### src/design/qedc_pkg.sv
`default_nettype none
// ----------------------------------------------------------------------------
// qedc_pkg
// Types, constants and the quadrature step table shared by the encoder
// detent counter modules.
// ----------------------------------------------------------------------------
package qedc_pkg;

  localparam int SLOTS        = 4;
  localparam int CHANNELS_DEF = 4;
  localparam int ADDR_W       = 3;
  localparam int LIMIT_W      = 3;
  localparam int SUM_W        = 4;
  localparam int COUNT_W      = 8;

  localparam logic [ADDR_W-1:0]  ADDR_DETENT_THRESHOLD = 3'd0;
  localparam logic [LIMIT_W-1:0] THRESHOLD_RESET       = 3'd2;

  localparam logic CMD_TICK  = 1'b0;
  localparam logic CMD_DRAIN = 1'b1;

  typedef struct packed {
    logic       cmd;
    logic [3:0] pins_a;
    logic [3:0] pins_b;
  } in_beat_t;

  typedef struct packed {
    logic signed [COUNT_W-1:0] count_ch0;
    logic signed [COUNT_W-1:0] count_ch1;
    logic signed [COUNT_W-1:0] count_ch2;
    logic signed [COUNT_W-1:0] count_ch3;
  } out_beat_t;

  typedef struct packed {
    logic               tick;
    logic               drain;
    logic               primed;
    logic [LIMIT_W-1:0] limit;
  } lane_ctrl_t;

  localparam logic signed [1:0] STEP_TABLE [16] = '{
     2'sd0, -2'sd1,  2'sd1,  2'sd0,
     2'sd1,  2'sd0,  2'sd0, -2'sd1,
    -2'sd1,  2'sd0,  2'sd0,  2'sd1,
     2'sd0,  2'sd1, -2'sd1,  2'sd0
  };

  function automatic logic signed [1:0] step_lookup(input logic [3:0] idx);
    return STEP_TABLE[idx];
  endfunction

endpackage
`default_nettype wire

### src/design/quad_encoder_detent_counter_top.sv
`default_nettype none
// ----------------------------------------------------------------------------
// quad_encoder_detent_counter_top
// Four-channel quadrature encoder front end with detent counting.
//
// Input beats on in_data/in_valid/in_ready carry a command bit and the A and
// B pin levels of every encoder. A tick beat is sampled by one lane per
// channel; it returns nothing. A drain beat returns one result beat on
// out_data/out_valid/out_ready holding every channel's signed detent count
// and clears the counts.
// Tick beats are taken every cycle, also while a result waits. A drain
// result appears in the cycle after its beat is accepted and stays in the
// output register until taken; a drain beat is held off only while that
// register is full and the receiver stalls, so one beat per cycle is
// sustained when out_ready is high.
// The detent_threshold register sits at byte address 0 of the APB port; a
// value of 0 acts as 1. Reset sets the threshold to 2, clears all counts,
// empties the output register and lets the first tick load the pin levels
// without counting.
// ----------------------------------------------------------------------------
module quad_encoder_detent_counter_top #(
  parameter int CHANNELS = qedc_pkg::CHANNELS_DEF
) (
  input  wire logic                        clk,
  input  wire logic                        rst,
  input  wire logic                        psel,
  input  wire logic                        penable,
  input  wire logic                        pwrite,
  input  wire logic [qedc_pkg::ADDR_W-1:0] paddr,
  input  wire logic [31:0]                 pwdata,
  output logic      [31:0]                 prdata,
  output logic                             pready,
  input  wire qedc_pkg::in_beat_t          in_data,
  input  wire logic                        in_valid,
  output logic                             in_ready,
  output qedc_pkg::out_beat_t              out_data,
  output logic                             out_valid,
  input  wire logic                        out_ready
);
  import qedc_pkg::*;

  logic [LIMIT_W-1:0] detent_threshold;
  logic               primed;
  logic               accept;
  logic               tick;
  logic               drain;
  lane_ctrl_t         ctrl;
  logic [COUNT_W-1:0] counts [CHANNELS];

  assign pready = 1'b1;
  assign prdata = (paddr == ADDR_DETENT_THRESHOLD) ? {29'd0, detent_threshold} : 32'd0;

  always_ff @(posedge clk) begin
    if (rst) begin
      detent_threshold <= THRESHOLD_RESET;
    end else if (psel && penable && pwrite && (paddr == ADDR_DETENT_THRESHOLD)) begin
      detent_threshold <= pwdata[LIMIT_W-1:0];
    end
  end

  assign in_ready = (in_data.cmd == CMD_TICK) || !out_valid || out_ready;
  assign accept   = in_valid && in_ready;
  assign tick     = accept && (in_data.cmd == CMD_TICK);
  assign drain    = accept && (in_data.cmd == CMD_DRAIN);

  always_ff @(posedge clk) begin
    if (rst) begin
      primed <= 1'b0;
    end else if (tick) begin
      primed <= 1'b1;
    end
  end

  always_comb begin
    ctrl.tick   = tick;
    ctrl.drain  = drain;
    ctrl.primed = primed;
    ctrl.limit  = (detent_threshold == '0) ? LIMIT_W'(1) : detent_threshold;
  end

  for (genvar g = 0; g < CHANNELS; g++) begin : g_lane
    qedc_lane u_lane (
      .clk   (clk),
      .rst   (rst),
      .ctrl  (ctrl),
      .level ({in_data.pins_b[g], in_data.pins_a[g]}),
      .count (counts[g])
    );
  end

  qedc_merge #(
    .CHANNELS (CHANNELS)
  ) u_merge (
    .clk       (clk),
    .rst       (rst),
    .drain     (drain),
    .counts    (counts),
    .out_data  (out_data),
    .out_valid (out_valid),
    .out_ready (out_ready)
  );

endmodule
`default_nettype wire

### src/design/qedc_lane.sv
`default_nettype none
// ----------------------------------------------------------------------------
// qedc_lane
// One encoder channel: two-sample level filter, quadrature step
// accumulation and the signed detent count.
// ----------------------------------------------------------------------------
module qedc_lane (
  input  wire logic                       clk,
  input  wire logic                       rst,
  input  wire qedc_pkg::lane_ctrl_t       ctrl,
  input  wire logic [1:0]                 level,
  output logic [qedc_pkg::COUNT_W-1:0]    count
);
  import qedc_pkg::*;

  logic [1:0]               last_sample;
  logic [1:0]               stable_level;
  logic signed [SUM_W-1:0]  half_step_sum;
  logic [COUNT_W-1:0]       detent_count;

  logic                     change;
  logic signed [SUM_W:0]    sum;
  logic signed [SUM_W:0]    lim;
  logic                     up;
  logic                     down;

  always_comb begin
    change = (level == last_sample) && (level != stable_level);
    sum    = {half_step_sum[SUM_W-1], half_step_sum}
           + (SUM_W+1)'(step_lookup({stable_level, level}));
    lim    = $signed({2'b00, ctrl.limit});
    up     = sum >= lim;
    down   = sum <= -lim;
  end

  always_ff @(posedge clk) begin
    if (rst) begin
      last_sample   <= '0;
      stable_level  <= '0;
      half_step_sum <= '0;
      detent_count  <= '0;
    end else if (ctrl.drain) begin
      detent_count <= '0;
    end else if (ctrl.tick) begin
      if (!ctrl.primed) begin
        last_sample  <= level;
        stable_level <= level;
      end else if (level != last_sample) begin
        last_sample <= level;
      end else if (change) begin
        stable_level <= level;
        if (up) begin
          half_step_sum <= '0;
          detent_count  <= detent_count + COUNT_W'(1);
        end else if (down) begin
          half_step_sum <= '0;
          detent_count  <= detent_count - COUNT_W'(1);
        end else begin
          half_step_sum <= sum[SUM_W-1:0];
        end
      end
    end
  end

  assign count = detent_count;

endmodule
`default_nettype wire

### src/design/qedc_merge.sv
`default_nettype none
// ----------------------------------------------------------------------------
// qedc_merge
// Gathers the lane counts into one result beat on a drain and holds it
// in the output register until the receiver takes it.
// ----------------------------------------------------------------------------
module qedc_merge #(
  parameter int CHANNELS = qedc_pkg::CHANNELS_DEF
) (
  input  wire logic                     clk,
  input  wire logic                     rst,
  input  wire logic                     drain,
  input  wire logic [qedc_pkg::COUNT_W-1:0] counts [CHANNELS],
  output qedc_pkg::out_beat_t           out_data,
  output logic                          out_valid,
  input  wire logic                     out_ready
);
  import qedc_pkg::*;

  logic [COUNT_W-1:0] slot [SLOTS];
  out_beat_t          result;

  always_comb begin
    for (int i = 0; i < SLOTS; i++) begin
      slot[i] = '0;
    end
    for (int i = 0; i < CHANNELS; i++) begin
      slot[i] = counts[i];
    end
  end

  always_ff @(posedge clk) begin
    if (rst) begin
      out_valid <= 1'b0;
    end else if (drain) begin
      out_valid <= 1'b1;
    end else if (out_ready) begin
      out_valid <= 1'b0;
    end
  end

  always_ff @(posedge clk) begin
    if (drain) begin
      result.count_ch0 <= $signed(slot[0]);
      result.count_ch1 <= $signed(slot[1]);
      result.count_ch2 <= $signed(slot[2]);
      result.count_ch3 <= $signed(slot[3]);
    end
  end

  assign out_data = result;

endmodule
`default_nettype wire

### config.mk
export PLATFORM = sky130hd
export DESIGN_NAME = quad_encoder_detent_counter_top
export DESIGN_NICKNAME = d
export VERILOG_FILES = /design/src/design/qedc_pkg.sv /design/src/design/quad_encoder_detent_counter_top.sv /design/src/design/qedc_lane.sv /design/src/design/qedc_merge.sv
export SDC_FILE = /design/constraint.sdc
export NUM_CORES = 1
export LEC_CHECK = 0
export ABC_AREA = 1
export BUFFER_PORTS_ARGS = -buffer_cell sky130_fd_sc_hd__buf_2
export CORE_MARGIN = 2
export CORE_UTILIZATION = 45
export CTS_BUF_LIST = sky130_fd_sc_hd__clkbuf_2 sky130_fd_sc_hd__clkbuf_4 sky130_fd_sc_hd__clkbuf_8
export DETAILED_ROUTE_END_ITERATION = 8
export MAX_ROUTING_LAYER = met4
export PLACE_DENSITY = 0.66
export SLEW_MARGIN = 20
export SYNTH_ARGS = -nofsm -noshare
export SYNTH_HDL_FRONTEND = slang
export SYNTH_SLANG_ARGS = --single-unit
### constraint.sdc
create_clock -name clk -period 4.7 [get_ports clk]
set_input_delay 0.235 -clock clk [delete_from_list [all_inputs] [get_ports clk]]
set_output_delay 0.235 -clock clk [all_outputs]
set_load 0.005 [all_outputs]
==> impl_metrics.toml, run 1 <==
[run_status]
outcome = "complete, no violations"

[timing]
fin_crit_sh_pct = 88.7
setup_tns_ps = 0
max_freq_mhz = 240
tightest_slew_ps = 820
rsz0062_at_grt = "no"
hold_viol = 0
finalSetupViolations = 0
finalWorstSetupSlack_ps = 533
slew_violations = 0
fin_hold_ws_ps = 53.3
relSlewSlack_pct = 45.2
finalCriticalPeriod_ps = 4170
skew_ps = 13.0

[power]
swShare_pct = 31.9
vdd_drop_max_v = 0.000136
power.leakage_nw = 3.76
clkPwrFrac_pct = 29.6
intPower_w = 0.00145
pwr-share-comb_pct = 26.4
power.density_nw_per_um2 = 279
p_switching_w = 0.000679
seq_power_share_pct = 44.0

[critical_path]
critPathLaunchType = "register"
path_class = "reg2reg"
worstPathArrival_ps = 4450
path_max_fanout = 6
end_kind = "register"
cp.required_ps = 4990

[detailed_routing]
dr.pass1.iters = 4
wl_per_cell_um = 11.3
wl_um = 12700
drc_errors = 0
ant_nets = 0
vias = 5422
drt_iter0_drc = 257
vias_per_cell = 4.82

[die]
ios = 118
num_rows = 45
dieArea_sq_um = 16500
initial_core_util_pct = 45.9
coreArea_sq_um = 15200
die_h_um = 129
fp.dieW_um = 129

[final_layout]
diodes = 0
utilization_pct = 50.1
final_layout_size_suffix_gt1_share_pct = 13.2
fill_cells = 1496
multi_input_area_sq_um = 3970
layout.nets = 1079
regArea_sq_um = 2340
area_growth_pct = 9.03

[cts]
cts_setup_buffers = 0
cts_tree = "yes"
clockRootBuffer = "clkbuf_8"
cts_max_path_buffers = 2
ctsHtreeMaxLevel = 3
cts.sinks = 101
ctsHoldBuffers = 0
clkSlewWorstSetupHoldPaths_ps = 100
cts_made_buffers = 9
clk-insertion-delay-late_ps = 390

[global_route]
overflow = 0
grt_pass1_vias = 4985
track_usage_pct = 16.8
antenna_found_initial = 0
grt_pass1_wl_um = 22200
grt_max_degree = 35

[synth]
synth_flop_cell = "dfxtp_1"
synth_seq_cells = 101
synth_seq_area_share_pct = 33.5
synthArstFlopShare_pct = 0
synth_edf_count = 32
syn_inst = 865
synth_cell_types = 37
post_synth.cell_area_avg_sq_um = 8.07
yosysWarningCount = 0
netlist_area_sq_um = 6980

[placement]
pre_cts_ws_ps = 315
port_buffers = 58
dp_hpwl_um = 9530
gp_congestion = 0.804

[worst_hold_path]
hold_class = "in2reg"

[flow_run]
max-cap-violations = 0
[area by class of cell]
| cell class | instances | area share [%] |
|---|---|---|
| inverters | 132 | 6.61 |
| multi-input cells | 624 | 52.1 |
| clock buffers | 10 | 1.73 |
| flip-flops and latches | 101 | 30.8 |
| clock inverters | 6 | 1.25 |
| well taps | 188 | 3.09 |
| repair buffers | 65 | 4.50 |
[metal layers]
layer  part of all wire [%]  up-vias  track usage [%]
met4                    1.2        0             5.31
met1                     52     2383             21.8
met3                    3.9       11             3.04
li1                       -     2930                -
met5                      0        -                -
met2                     43       98             26.9
[per-stage QoR]
step | area [sq um] | cells | total power, W
4_1_cts | 7610 | 1126 | 0.00215
6_report | 7610 | 1126 | 0.00213
3_3_place_gp | 7380 | 1110 | 0.00151
2_1_floorplan | 7100 | 897 | 0.00141
5_1_grt | 7610 | 1126 | 0.00228
3_5_place_dp | 7380 | 1110 | 0.00152
[cell usage after synthesis, drive strengths merged, types with 8 or more instances]
cell type | number | area, sq um
inv | 132 | 503
nand2 | 144 | 561
ha | 87 | 1090
edfxtp | 32 | 961
xor2 | 20 | 175
xnor2 | 11 | 96.3
fa | 8 | 160
a21oi | 94 | 523
buf | 36 | 287
dfxtp | 69 | 1380
o21ai | 81 | 405
nor2 | 61 | 300
nand4 | 9 | 56.3
nand3 | 27 | 135
a211oi | 13 | 97.6
or2 | 20 | 125
[worst max-delay path, cell delays in order, from the launching register on]
cell	delay [ps]
dfxtp_1	410
inv_1	100
or2_2	270
a32oi_1	320
inv_1	170
ha_1	350
xor2_1	200
inv_1	90
ha_1	300
a21oi_1	170
nand2_1	100
nand2_1	210
inv_1	90
fa_1	400
o21ai_0	320
nand2_1	90
a21oi_1	180
o21ai_0	90
a21oi_1	130
nor2_1	50
[cells in the final DEF (no fill, tap or decap), types with 4 or more instances in the layout]
| cell | netlist | final |
|---|---|---|
| xor2_1 | 20 | 20 |
| inv_1 | 126 | 126 |
| dfxtp_1 | 69 | 69 |
| conb_1 | 2 | 34 |
| clkbuf_8 | 0 | 9 |
| edfxtp_1 | 32 | 32 |
| or2_2 | 16 | 16 |
| xnor2_1 | 11 | 11 |
| nand2_1 | 138 | 138 |
| nor2_1 | 55 | 55 |
| nand3_1 | 27 | 27 |
| a21oi_1 | 86 | 86 |
| nor3_1 | 4 | 4 |
| a21oi_2 | 5 | 5 |
| nand2_2 | 5 | 5 |
| a211oi_1 | 13 | 13 |
| buf_2 | 1 | 58 |
| buf_4 | 30 | 7 |
| nand4_1 | 9 | 9 |
| ha_1 | 87 | 87 |
| fa_1 | 8 | 8 |
| o21ai_0 | 79 | 79 |
[flip-flops by register name, indices dropped and copies added, names as in the netlist]
register,cells
primed,1
u_merge.out_data,32
g_lane.u_lane.last_sample,8
g_lane.u_lane.half_step_sum,16
g_lane.u_lane.count,32
detent_threshold,3
u_merge.out_valid,1
g_lane.u_lane.stable_level,8
[logic make-up after synthesis]
kind of cell	synth area share, %
simple gates	17.2
compound gates	15.8
buf+inv	11.5
flops	33.5
fa+ha+maj	17.9
xor+xnor	3.89
other cells	0.108
[timing repair]
action / 4_1_cts / 5_1_grt
endpoints found under the setup margin: 0 / 2
resized for setup: 0 / 1
hold endpoints to repair: 0 / 0
[final timing paths]
check                                                                    from                                      to  slack [ps]  cells after the start
worst max-delay path            g_lane[3].u_lane.stable_level[0]$_SDFFE_PP0P_  g_lane[3].u_lane.count[6]$_SDFFE_PP0P_         530                     19
worst min-delay path                                                      rst                     primed$_SDFFE_PP0P_          50                      2
worst max register to register  g_lane[3].u_lane.stable_level[0]$_SDFFE_PP0P_  g_lane[3].u_lane.count[6]$_SDFFE_PP0P_         530                     19
worst min register to register         g_lane[3].u_lane.count[3]$_SDFFE_PP0P_           u_merge.out_data[3]$_DFFE_PP_         460                      0
[power groups by stage]
stage	combinational, W	clock [W]	sequential [W]
2_1_floorplan	0.000452	0	0.000954
3_3_place_gp	0.000553	0	0.000955
3_5_place_dp	0.000559	0	0.000956
4_1_cts	0.000563	0.000655	0.000936
5_1_grt	0.000654	0.000689	0.000939
6_report	0.000561	0.000631	0.000936
No activity file was read; power rests on OpenSTA's default activity.
==> inputs of run 2 (changes only) <==
==> constraint.sdc (replaced) <==
create_clock -name clk -period 4.3 [get_ports clk]
set_input_delay 1.075 -clock clk [delete_from_list [all_inputs] [get_ports clk]]
set_output_delay 1.075 -clock clk [all_outputs]
set_load 0.005 [all_outputs]
==> impl_metrics.toml, run 2 (synthesis gave the netlist of run 1 again) <==
[timing]
fin_hold_ws_ps = 470
finalCriticalPeriod_ps = 4200
fin_crit_sh_pct = 97.8
rsz0062_at_grt = "yes"
setup_tns_ps = 0
skew_ps = 10.1
relSlewSlack_pct = 43.4
hold_viol = 0
max_freq_mhz = 238
finalWorstSetupSlack_ps = 95.5
slew_violations = 0
tightest_slew_ps = 848
finalSetupViolations = 0

[die]
fp.dieW_um = 129
dieArea_sq_um = 16500
num_rows = 45
coreArea_sq_um = 15200
die_h_um = 129
initial_core_util_pct = 45.9
ios = 118

[cts]
cts.sinks = 101
ctsHtreeMaxLevel = 3
cts_max_path_buffers = 2
clkSlewWorstSetupHoldPaths_ps = 100
ctsHoldBuffers = 0
clockRootBuffer = "clkbuf_8"
clk-insertion-delay-late_ps = 390
cts_tree = "yes"
cts_made_buffers = 9

[critical_path]
cp_slowest_cell = "fa_2"
worstPathArrival_ps = 4540
critPathLaunchType = "primary input"
critical_path_buf_inv_count = 6
slowest_delay_ps = 530
path_max_fanout = 8
end_kind = "register"
cp_top_family = "adder cells"
path_class = "in2reg"
cp.required_ps = 4640

[power]
power.density_nw_per_um2 = 281
power.leakage_nw = 4.38
vdd_drop_max_v = 0.000155

[final_layout]
layout_commonest_cell = "buf_4"
final_layout_size_suffix_gt1_share_pct = 34.1
diodes = 0
area_growth_pct = 32.0
multi_input_area_sq_um = 4610
final_cell_mix = "buf_4, nand2_1, inv_1, dfxtp_1, a21oi_1"
fill_cells = 1354
regArea_sq_um = 2340
layout.nets = 1197

[global_route]
track_usage_pct = 17.8
grt_max_degree = 36
overflow = 0
antenna_found_initial = 0
grt_pass1_vias = 5253
grt_pass1_wl_um = 23300

[placement]
port_buffers = 58
gp_congestion = 0.873
dp_hpwl_um = 10600
pre_cts_ws_ps = -451

[detailed_routing]
vias_per_cell = 4.86
wl_um = 15200
wl_per_cell_um = 12.2
vias = 6051
dr.pass1.iters = 5
ant_nets = 0
drc_errors = 0
drt_iter0_drc = 247

[worst_hold_path]
hold_class = "reg2reg"

[flow_run]
max-cap-violations = 0

[run_status]
outcome = "complete, no violations"
==> run 2: repair_timing <==
item,4_1_cts,5_1_grt
pin swaps,0,92
resized for setup,4,116
endpoints found under the hold margin,0,0
setup buffers,0,16
endpoints found under the setup margin,1,31
gates cloned,0,1
==> run 2: worst register-to-register path: stages (launching register included) <==
cell	delay [ps]
dfxtp_1	450
inv_1	110
or2_2	310
a32oi_4	240
inv_2	90
ha_4	230
xnor2_2	130
ha_1	300
nand2_2	50
o21ai_2	110
nor2_1	50
nand2_1	110
nand2_4	140
buf_6	170
ha_4	250
a21oi_4	160
o21ai_2	70
a21oi_2	150
nand3_1	90
nand3_1	90
nor2_2	50
nand2_1	50
nand2_1	50
nor2_1	130
==> run 2: layout make-up <==
cell class	count	area share, %
multi-input combinational	625	50.1
inverter	132	5.84
timing repair buffer	182	14.2
clock inverter	7	0.597
clock buffer	9	1.34
sequential	101	25.4
tap	188	2.55
==> run 2: worst paths after layout <==
kind / start / endpoint / slack (ps) / cells past startpoint
setup reg to reg: g_lane[0].u_lane.stable_level[0]$_SDFFE_PP0P_ / g_lane[0].u_lane.count[7]$_SDFFE_PP0P_ / 640 / 23
hold / removal: g_lane[3].u_lane.count[7]$_SDFFE_PP0P_ / u_merge.out_data[7]$_DFFE_PP_ / 470 / 0
setup / recovery: in_data[0] / g_lane[0].u_lane.count[7]$_SDFFE_PP0P_ / 100 / 27
hold reg to reg: g_lane[3].u_lane.count[7]$_SDFFE_PP0P_ / u_merge.out_data[7]$_DFFE_PP_ / 470 / 0
==> run 2: per-layer routing <==
layer	wire, um	vias up	track usage (%)
met1	7210	2756	23.0
met4	229	0	6.27
met5	0	-	-
met3	433	13	2.37
li1	-	3177	-
met2	7320	105	28.9
==> run 2: per-stage QoR <==
stage	util (%)	cells	instance area, sq um	total power [W]
2_1_floorplan	-	897	7320	0.00158
5_1_grt	60.6	1244	9220	0.00276
3_3_place_gp	55.1	1211	8380	0.00184
4_1_cts	56.6	1227	8600	0.00247
6_report	60.6	1244	9220	0.00259
3_5_place_dp	55.1	1211	8380	0.00186
==> run 2: power breakdown <==
group,internal [W],total (W),switching (W)
Clock,0.000218,0.000594,0.000376
Sequential,0.00101,0.00102,0.0000182
Combinational,0.000472,0.000971,0.000499
==> inputs of run 3 (changes only) <==
Settings changed: CORE_UTILIZATION 45 to 59, PLACE_DENSITY 0.66 to 0.83.
==> impl_metrics.toml, run 3 (synthesis gave the netlist of run 1 again) <==
[run_status]
outcome = "finished with violations"
violations = "setup timing"

[timing]
finalWorstSetupSlack_ps = -9.20
slew_violations = 0
tightest_slew_ps = 804
finalSetupViolations = 1
rsz0062_at_grt = "yes"
fin_crit_sh_pct = 100
hold_viol = 0
finalCriticalPeriod_ps = 4310
max_freq_mhz = 232
relSlewSlack_pct = 46.4
setup_tns_ps = -9.20
skew_ps = 18.0

[flow_run]
max-cap-violations = 0

[final_layout]
diodes = 0
final_layout_size_suffix_gt1_share_pct = 34.2
final_area_sq_um = 9210
layout.nets = 1200
final_cell_mix = "buf_4, nand2_1, inv_1, dfxtp_1, o21ai_0"
utilization_pct = 80.3
area_growth_pct = 31.9
layout_commonest_cell = "buf_4"

[die]
fp.dieW_um = 113
dieArea_sq_um = 12700
num_rows = 39
coreArea_sq_um = 11500
initial_core_util_pct = 60.9
die_h_um = 113
ios = 118

[cts]
clk-insertion-delay-late_ps = 410
clkSlewWorstSetupHoldPaths_ps = 100
cts_made_buffers = 9
cts.sinks = 101
ctsHoldBuffers = 0
cts_max_path_buffers = 2
clockRootBuffer = "clkbuf_8"
cts_tree = "yes"
ctsHtreeMaxLevel = 3

[worst_hold_path]
hold_end = "u_merge.out_data[7]$_DFFE_PP_"
hold_depth = 0
hold_class = "reg2reg"
min_from = "g_lane[3].u_lane.count[7]$_SDFFE_PP0P_"

[detailed_routing]
drt_iter0_drc = 475
drc_errors = 0
dr_wl_met3_um = 906
vias = 6435
wl_per_cell_um = 14.8
wl_um = 17700
met2WireLength_um = 8990
ant_nets = 0
routed.top_layer = "met4"
vias_per_cell = 5.35
dr.pass1.iters = 6
drt-met1-wl_um = 7340

[critical_path]
cp_num_cells = 26
rr_worst_depth = 22
rr_startpoint = "g_lane[0].u_lane.stable_level[0]$_SDFFE_PP0P_"
cp.required_ps = 4600
critical_path_buf_inv_count = 5
r2r-end = "g_lane[0].u_lane.count[6]$_SDFFE_PP0P_"
end_kind = "register"
slowest_delay_ps = 380
rrSetupSlack_ps = 550
path_class = "in2reg"
cp_slowest_cell = "fa_2"
critPathLaunchType = "primary input"
cp_top_family = "adder cells"
path_common_cell = "nand2_1"
path_max_fanout = 8
worstPathArrival_ps = 4610

[global_route]
track_usage_pct = 24.2
grt_pass1_wl_um = 24500
grt_pass1_vias = 5670
grt_max_degree = 36
antenna_found_initial = 0
overflow = 0

[placement]
dp_hpwl_um = 11100
post_dp_cell_area_sq_um = 8270
gp_congestion = 0.846
port_buffers = 58

[power]
vdd_drop_max_v = 0.000294
power.leakage_nw = 4.40
power.density_nw_per_um2 = 292
total_power_w = 0.00269
==> run 3: changes by cell type in the layout (fill, tap and decap cells not counted), sizes merged <==
cell	change
buf	+4
bufinv	+1
clkinvlp	-2
nand2	-1
inv	-3
clkbuf	+2
clkinv	+2
==> run 3: how the worst max path moves through the flow <==
stage                     startpoint                                endpoint  slack [ps]
after floorplan           in_data[4]  g_lane[0].u_lane.count[6]$_SDFFE_PP0P_          -5
after global placement    in_data[1]  g_lane[1].u_lane.count[6]$_SDFFE_PP0P_        -320
after detailed placement  in_data[1]  g_lane[1].u_lane.count[7]$_SDFFE_PP0P_        -430
after CTS                 in_data[1]  g_lane[1].u_lane.count[7]$_SDFFE_PP0P_         0.6
after global routing      in_data[0]  g_lane[0].u_lane.count[7]$_SDFFE_PP0P_        -150
final                     in_data[0]  g_lane[0].u_lane.count[6]$_SDFFE_PP0P_          -9
==> run 3: repair_timing <==
item | CTS | global route
hold endpoints to repair | 0 | 0
setup endpoints to repair | 0 | 32
setup buffers | 0 | 25
gates resized for setup | 0 | 119
==> run 3: report_power, final <==
group / internal [W] / leakage (nW) / switching (W)
Combinational: 0.000477 / 3.43 / 0.000546
Clock: 0.000285 / 0.102 / 0.000360
Sequential: 0.00101 / 0.871 / 0.0000188
Total: 0.00177 / 4.40 / 0.000925
==> run 3: final cells by class <==
class                      count  area, sq um
tap                          143          179
clock inverter                 5         60.1
sequential                   101         2340
fill                         699         2260
clock buffer                  11          139
timing repair buffer         186         1320
inverter                     132          541
multi-input combinational    624         4630
==> run 3: metrics by stage <==
step	worst slack, ps	instances	hold slack, ps
after global placement	-316	1161	446
after global routing	-154	1202	507
final	-9.20	1202	476
after CTS	0.592	1177	478
after floorplan	-4.55	897	431
after detailed placement	-429	1161	451
==> run 3: layer usage <==
metal	vias to the layer above	GRT usage (%)
met4	0	8.05
met3	52	5.03
met1	2960	28.9
met5	-	-
met2	248	41.0
li1	3175	-
